### src/rtl/core/bounded_deque_list_top_macros.svh
// ----------------------------------------------------------------------------
// Assertion macros for the bounded deque list
// Clocked on clk, disabled while arst_n is low.
// ----------------------------------------------------------------------------
`ifndef BOUNDED_DEQUE_LIST_TOP_MACROS_SVH
`define BOUNDED_DEQUE_LIST_TOP_MACROS_SVH

// Consequent must hold in the same cycle as the antecedent.
`define BDL_ASSERT_NOW(label, ante, cons, msg) \
	label: assert property (@(posedge clk) disable iff (!arst_n) (ante) |-> (cons)) \
		else $error(msg);

// Consequent must hold in the cycle after the antecedent.
`define BDL_ASSERT_NEXT(label, ante, cons, msg) \
	label: assert property (@(posedge clk) disable iff (!arst_n) (ante) |=> (cons)) \
		else $error(msg);

`endif

### src/rtl/core/bdl_pkg.sv
// ----------------------------------------------------------------------------
// bdl_pkg
// Command and status codes, record layout and the decode bundle shared by
// the control block and the top level.
// ----------------------------------------------------------------------------
`timescale 1ns / 1ps

package bdl_pkg;

	localparam int unsigned CMD_W  = 3;
	localparam int unsigned STAT_W = 2;
	localparam int unsigned FLD_W  = 8;
	localparam int unsigned REC_W  = 3 * FLD_W;

	localparam logic [CMD_W-1:0] CMD_PUSH_HEAD = 3'd0;
	localparam logic [CMD_W-1:0] CMD_PUSH_TAIL = 3'd1;
	localparam logic [CMD_W-1:0] CMD_POP_HEAD  = 3'd2;
	localparam logic [CMD_W-1:0] CMD_POP_TAIL  = 3'd3;
	localparam logic [CMD_W-1:0] CMD_READ      = 3'd4;

	localparam logic [STAT_W-1:0] ST_OK    = 2'd0;
	localparam logic [STAT_W-1:0] ST_FULL  = 2'd1;
	localparam logic [STAT_W-1:0] ST_EMPTY = 2'd2;
	localparam logic [STAT_W-1:0] ST_RANGE = 2'd3;

	typedef struct packed {
		logic              wr_en;
		logic              rd_en;
		logic [STAT_W-1:0] status;
	} bdl_op_t;

endpackage

### src/rtl/core/bdl_ctrl.sv
// ----------------------------------------------------------------------------
// bdl_ctrl
// Head pointer and count of the circular buffer. Decodes one command per
// accepted word into at most one memory access, a status and the new count.
// ----------------------------------------------------------------------------
`timescale 1ns / 1ps

module bdl_ctrl import bdl_pkg::*; #(
	parameter int unsigned CAPACITY = 256
) (
	input  logic                          clk,
	input  logic                          arst_n,
	input  logic                          accept,
	input  logic [CMD_W-1:0]              command,
	input  logic [FLD_W-1:0]              read_index,
	output bdl_op_t                       op,
	output logic [$clog2(CAPACITY)-1:0]   addr,
	output logic [$clog2(CAPACITY+1)-1:0] cnt_next
);

	localparam int unsigned PTR_W = $clog2(CAPACITY);
	localparam int unsigned CNT_W = $clog2(CAPACITY + 1);
	localparam int unsigned SUM_W = PTR_W + 1;
	localparam int unsigned CMP_W = (CNT_W > FLD_W) ? CNT_W : FLD_W;
	localparam logic [PTR_W-1:0] LAST_SLOT = PTR_W'(CAPACITY - 1);
	localparam logic [CNT_W-1:0] FULL_CNT  = CNT_W'(CAPACITY);
	localparam logic [SUM_W-1:0] CAP_SUM   = SUM_W'(CAPACITY);

	logic [PTR_W-1:0] head_q;
	logic [CNT_W-1:0] count_q;
	logic [PTR_W-1:0] head_next;
	logic [PTR_W-1:0] head_dec;
	logic [PTR_W-1:0] head_inc;
	logic [PTR_W-1:0] tail_slot;
	logic [PTR_W-1:0] read_slot;
	logic [SUM_W-1:0] tail_sum;
	logic [SUM_W-1:0] read_sum;
	logic [CMP_W-1:0] idx_ext;
	logic [CMP_W-1:0] cnt_ext;
	logic             full;
	logic             empty;

	// Both sums stay below twice the capacity, so one subtract wraps them.
	function automatic logic [PTR_W-1:0] wrap(input logic [SUM_W-1:0] s);
		logic [SUM_W-1:0] r;
		r = (s >= CAP_SUM) ? (s - CAP_SUM) : s;
		return r[PTR_W-1:0];
	endfunction

	assign full      = (count_q == FULL_CNT);
	assign empty     = (count_q == '0);
	assign head_dec  = (head_q == '0) ? LAST_SLOT : (head_q - PTR_W'(1));
	assign head_inc  = (head_q == LAST_SLOT) ? '0 : (head_q + PTR_W'(1));
	assign tail_sum  = SUM_W'(head_q) + SUM_W'(count_q);
	assign tail_slot = wrap(tail_sum);
	assign idx_ext   = CMP_W'(read_index);
	assign cnt_ext   = CMP_W'(count_q);
	assign read_sum  = SUM_W'(head_q) + SUM_W'(idx_ext);
	assign read_slot = wrap(read_sum);

	always_comb begin
		op        = '{wr_en: 1'b0, rd_en: 1'b0, status: ST_OK};
		addr      = head_q;
		head_next = head_q;
		cnt_next  = count_q;
		unique case (command)
			CMD_PUSH_HEAD: begin
				if (full) begin
					op.status = ST_FULL;
				end else begin
					op.wr_en  = 1'b1;
					addr      = head_dec;
					head_next = head_dec;
					cnt_next  = count_q + CNT_W'(1);
				end
			end
			CMD_PUSH_TAIL: begin
				if (full) begin
					op.status = ST_FULL;
				end else begin
					op.wr_en = 1'b1;
					addr     = tail_slot;
					cnt_next = count_q + CNT_W'(1);
				end
			end
			CMD_POP_HEAD: begin
				if (empty) begin
					op.status = ST_EMPTY;
				end else begin
					head_next = head_inc;
					cnt_next  = count_q - CNT_W'(1);
				end
			end
			CMD_POP_TAIL: begin
				if (empty) begin
					op.status = ST_EMPTY;
				end else begin
					cnt_next = count_q - CNT_W'(1);
				end
			end
			CMD_READ: begin
				if (empty) begin
					op.status = ST_EMPTY;
				end else if (idx_ext >= cnt_ext) begin
					op.status = ST_RANGE;
				end else begin
					op.rd_en = 1'b1;
					addr     = read_slot;
				end
			end
			default: begin
				// unused codes leave the list alone
			end
		endcase
	end

	always_ff @(posedge clk or negedge arst_n) begin
		if (!arst_n) begin
			head_q  <= '0;
			count_q <= '0;
		end else if (accept) begin
			head_q  <= head_next;
			count_q <= cnt_next;
		end
	end

endmodule

### config.mk
export PLATFORM = sky130hd
export DESIGN_NAME = bdl_ctrl
export DESIGN_NICKNAME = d
export VERILOG_FILES = /design/src/rtl/core/bounded_deque_list_top_macros.svh /design/src/rtl/core/bdl_pkg.sv /design/src/rtl/core/bdl_ctrl.sv
export SDC_FILE = /design/constraint.sdc
export NUM_CORES = 1
export LEC_CHECK = 0
export ABC_AREA = 1
export BUFFER_PORTS_ARGS = -buffer_cell sky130_fd_sc_hd__buf_2
export CORE_MARGIN = 2
export CORE_UTILIZATION = 54
export CTS_CLUSTER_SIZE = 20
export DETAILED_ROUTE_END_ITERATION = 16
export HOLD_SLACK_MARGIN = 0.15
export PLACE_DENSITY = 0.78
export SLEW_MARGIN = 15
export SYNTH_ARGS = -nofsm -noshare
export SYNTH_HDL_FRONTEND = slang
export SYNTH_SLANG_ARGS = --single-unit
### constraint.sdc
create_clock -name clk -period 1.8 [get_ports clk]
set_input_delay 0.27 -clock clk [delete_from_list [all_inputs] [get_ports clk]]
set_output_delay 0.27 -clock clk [all_outputs]
set_load 0.01 [all_outputs]
==> metrics, run 1 <==
largest net degree at the start of global routing=19; chip width=76.99 um; register area share after synthesis=0.1479; Final Wtd Congestion=0.9808; Ys Warns=0; num rows=26; FF+latch count, synth=17; IO Count=35; Post-synth EDFFs=0; cts bufs inserted=3; Initial Util=0.5596; cells after synthesis=451; mapped cell area=2877 um^2; Async S/R FF share, synth=1.000; Primary FF master, synth=dfrtp_1; pre-CTS setup slack=-0.3596 ns; outcome=stopped before the end; Synth Net Count=494; maximum root-to-sink buffer count=2; H-tree Lvls=1; Buffers on Ports=34; CTS Sinks=17; error message=[ERROR DPL-0038] Utilization greater than 100%, impossible to legalize; Cell variety after synth=44; Detail Placement HPWL=8.594 mm; worst_ep grt=addr[5]; chip height=76.99 um; Worst EP Category=output port; Placement Cell Area=4133 um^2; Synth Area per Inst=6.378 um^2; Last stage=global routing; root buffer cell=clkbuf_8
==> cells by family after synthesis <==
| logic type | synth area share |
|---|---|
| buffers and inverters | 0.1035 |
| flip-flops | 0.1479 |
| AND/OR/NAND/NOR | 0.4250 |
| AO/OA/AOI/OAI | 0.1466 |
| adder cells (fa/ha/maj) | 0.1314 |
| XOR/XNOR | 0.04567 |
==> per-stage QoR <==
stage          hold slack [ns]  std cells
2_1_floorplan         -0.02559        451
3_3_place_gp            0.2342        669
3_5_place_dp            0.2370        669
4_1_cts                 0.4724        699
==> cells in the mapped netlist (all sizes together), types with 2 or more instances <==
cell type / instances / area share
a21boi: 2 / 0.0065
a21oi: 17 / 0.032
a22oi: 2 / 0.0087
buf: 13 / 0.034
dfrtp: 17 / 0.15
fa: 2 / 0.014
ha: 27 / 0.12
inv: 51 / 0.067
nand2: 131 / 0.18
nand3: 52 / 0.092
nand4: 21 / 0.051
nor2: 44 / 0.081
nor3: 3 / 0.0070
o211ai: 12 / 0.031
o21ai: 24 / 0.043
o21bai: 5 / 0.013
o22ai: 2 / 0.0043
or2: 3 / 0.0065
xnor2: 3 / 0.0091
xor2: 12 / 0.037
==> what timing repair did <==
action / CTS
resized for setup: 91
endpoints found under the hold margin: 17
buffers inserted: 28
setup endpoints to repair: 28
pin swaps: 36
hold buffers: 1
cloned: 1
==> inputs of run 2 (changes only) <==
Settings changed: CORE_UTILIZATION 54 to 40, CTS_CLUSTER_SIZE 20 to not set, HOLD_SLACK_MARGIN 0.15 to not set, PLACE_DENSITY 0.78 to not set, PLACE_DENSITY_LB_ADDON set to 0.15.
Clock period 1.8 ns to 2.35 ns, I/O delays scaled along.
==> run 2 against run 1 <==
Synthesized area stayed put. Synthesized cell count stayed put. The flow now finishes, with violations (setup timing).
==> metrics, run 2 <==
outcome=complete, but fails checks; failing checks=setup timing; Final period util=1.035; cell mode on critical path=nand4_1; initial drt markers=271; clock latency on the worst-skew pair=0.27 ns; Slew HR=0.6919; DRC=0; Layout fillers=672; IO Count=35 (unchanged); Post-synth top cells=123 x nand2_1, 51 x nand3_1, 47 x inv_1; post-route insts no fill=619; Data arrival, critical path=2.08 ns; vias in the first global route=3047; Final TNS setup=-0.4849 ns; Reg-to-Reg Start=head_q[1]; Primary FF master, synth=dfrtp_1; ranking of synthesized cells by area=nand2_1 16%, dfrtp_1 15%, ha_1 12%, nand3_1 8.9%, inv_1 6.1%; maximum root-to-sink buffer count=2 (unchanged); max_cap viols=0; FF-to-FF End=head_q[7]; Buffers on Ports=34 (unchanged); met2 Resource Use GR=0.4003; area grow syn2layout=35.67%; CP Buf/Inv Count=1; largest net degree at the start of global routing=20; Max Freq=0.4112 GHz; register area share after synthesis=0.1479 (unchanged); fin worst setup slack=-0.08213 ns; total congestion overflow=0; Ys Warns=0 (unchanged); share of layout cells above drive strength 1=0.3709; Critical Setup Path Class=register to output port; Setup violations, final=9; clock-pin slew on the worst setup and hold paths=0.08 ns; met3 Use GR=0.02799; met1 usage=0.3558; most common cell after layout, fill and taps aside=nand2_1; crit path capture type=output port; chip width=88.80 um (+15%); num rows=30 (+15%); chip height=88.80 um (+15%); Tot GR Track Use=0.2498; top cell type's share of synthesized area=0.1605 (unchanged); cts bufs inserted=3 (unchanged); utilization after layout=0.5681; Max Clock Skew=0.004016 ns; crit path max fanout=3; first-pass GRT wire length=15.22 mm; root buffer cell=clkbuf_8; RSZ-0062 raised after global routing=true; placed cells=596 (-11%); dominant cell type by area after synthesis=nand2_1; Synth Net Count=494 (unchanged); Largest register FFs=9; Crit path largest cell delay=0.43 ns; Async S/R FF share, synth=1.000 (unchanged); ant diodes=0; Routed WL=9.855 mm; worst slew pin tran=0.4621 ns; reg2reg setup slack=0.48 ns; Hold Path Class=primary input to async pin; most frequent cells in the layout=108 x nand2_1, 40 x nand3_1, 38 x inv_1, 37 x buf_4, 33 x buf_2; Post-synth EDFFs=0 (unchanged); CORE AREA=6869 um^2; initial antenna violation count=0; final hold vios=0; CP delay by family, top=simple AND/OR/NAND/NOR gates; Pleak=0.001846 uW; drt pass-1 iters=5; Routed Antenna Nets=0; CP required=2.00 ns; mapped cell area=2877 um^2 (unchanged); Initial Util=0.4188 (-0.1409); FF+latch count, synth=17 (unchanged); Synth Area per Inst=6.378 um^2 (unchanged); Final Wtd Congestion=0.9329 (-4.9%); via/cell ratio=5.477; peak supply drop=0.5589 mV; top-count cell post-synth=nand2_1; Slew Viols, Final=0; crit path launch type=register; Post-CTS Hold Buffers=0 (-1); Die ar.=7885 um^2; PD cells=1223 nW/um^2; slowest stage cell, crit path=dfrtp_1; CTS tree=built; Critical Path, Cell by Cell=ha_2 -> fa_2 -> nand4_1 -> nand3_1 -> or2_2 -> nand3_2 -> nand4_1 -> buf_2; total number of vias=3390; CTS Sinks=17 (unchanged); cells after synthesis=451 (unchanged); Cell variety after synth=44 (unchanged); fin crit period=2.432 ns; # nets final=567; GRT busiest layer=met2; H-tree Lvls=1 (unchanged); mean routed wirelength per cell=15.92 um; R2R depth=9; pre-CTS setup slack=0.04863 ns (+0.4082 ns); Detail Placement HPWL=7.440 mm (-13%)
==> run 2: cell families (layout without fill, tap and decap cells) <==
| family | Yosys count | in the layout | share of synthesized area |
|---|---|---|---|
| simple gates | 257 | 257 | 0.4250 |
| compound gates | 67 | 67 | 0.1466 |
| buf+inv | 66 | 138 | 0.1035 |
| fa+ha+maj | 29 | 29 | 0.1314 |
| flops | 17 | 17 | 0.1479 |
| xor+xnor | 15 | 15 | 0.04567 |
==> run 2: worst max path at each step <==
| stage | from | endpoint | slack [ns] | cells after the start |
|---|---|---|---|---|
| after floorplan | cnt_ext[3] | addr[7] | 0.30 | 14 |
| after global placement | read_index[6] | addr[5] | 0.03 | 11 |
| after detailed placement | read_index[0] | addr[4] | 0.05 | 9 |
| after CTS | head_q[0] | addr[4] | -0.08 | 8 |
| after global routing | cnt_ext[0] | addr[5] | -0.19 | 12 |
| final | head_q[0] | addr[6] | -0.08 | 8 |
==> run 2: final cells by class <==
cell class                      instances  area (um^2)  area share
Clock buffer                            4        45.04     0.01154
Sequential cell                        17        434.2      0.1113
Tap cell                               96        120.1     0.03078
Multi-Input combinational cell        368         2514      0.6441
Timing Repair Buffer                   82        581.8      0.1491
Inverter                               52        207.7     0.05322
==> run 2: timing repair <==
action,4_1_cts,5_1_grt
gates resized for setup,41,68
buffers inserted,8,11
endpoints found under the setup margin,9,13
cloned,0,0
pin swaps,7,23
==> run 2: worst reg2reg max path, stage by stage, from the launching register on <==
cell     delay (ns)
dfrtp_2        0.48
buf_4          0.17
ha_1           0.18
nand3_1        0.12
nor2_1         0.16
nand4_1        0.13
nand2_1        0.20
nor2_1         0.09
a21oi_1        0.15
o21ai_1        0.08
==> run 2: per-layer routing <==
metal  part of all wire  vias to the layer above
met5                  0                        -
met4              0.016                        0
met3              0.060                       15
met2               0.46                      135
met1               0.46                     1581
li1                   -                     1659
==> run 2: stage by stage <==
stage / cell area (um^2) / power, uW / hold slack, ns
after floorplan: 2877 / 2810 / 0.05691
after global placement: 3283 / 3766 / 0.3509
after detailed placement: 3283 / 3792 / 0.3473
after CTS: 3555 / 4293 / 0.05670
after global routing: 3902 / 5222 / 0.05973
final: 3902 / 4772 / 0.02999
==> run 2: power breakdown <==
| part | internal [uW] | switching, uW |
|---|---|---|
| Combinational | 1640 | 2240 |
| Clock | 121 | 123 |
| Sequential | 426 | 216 |
Power figures use the tool's default switching activity.
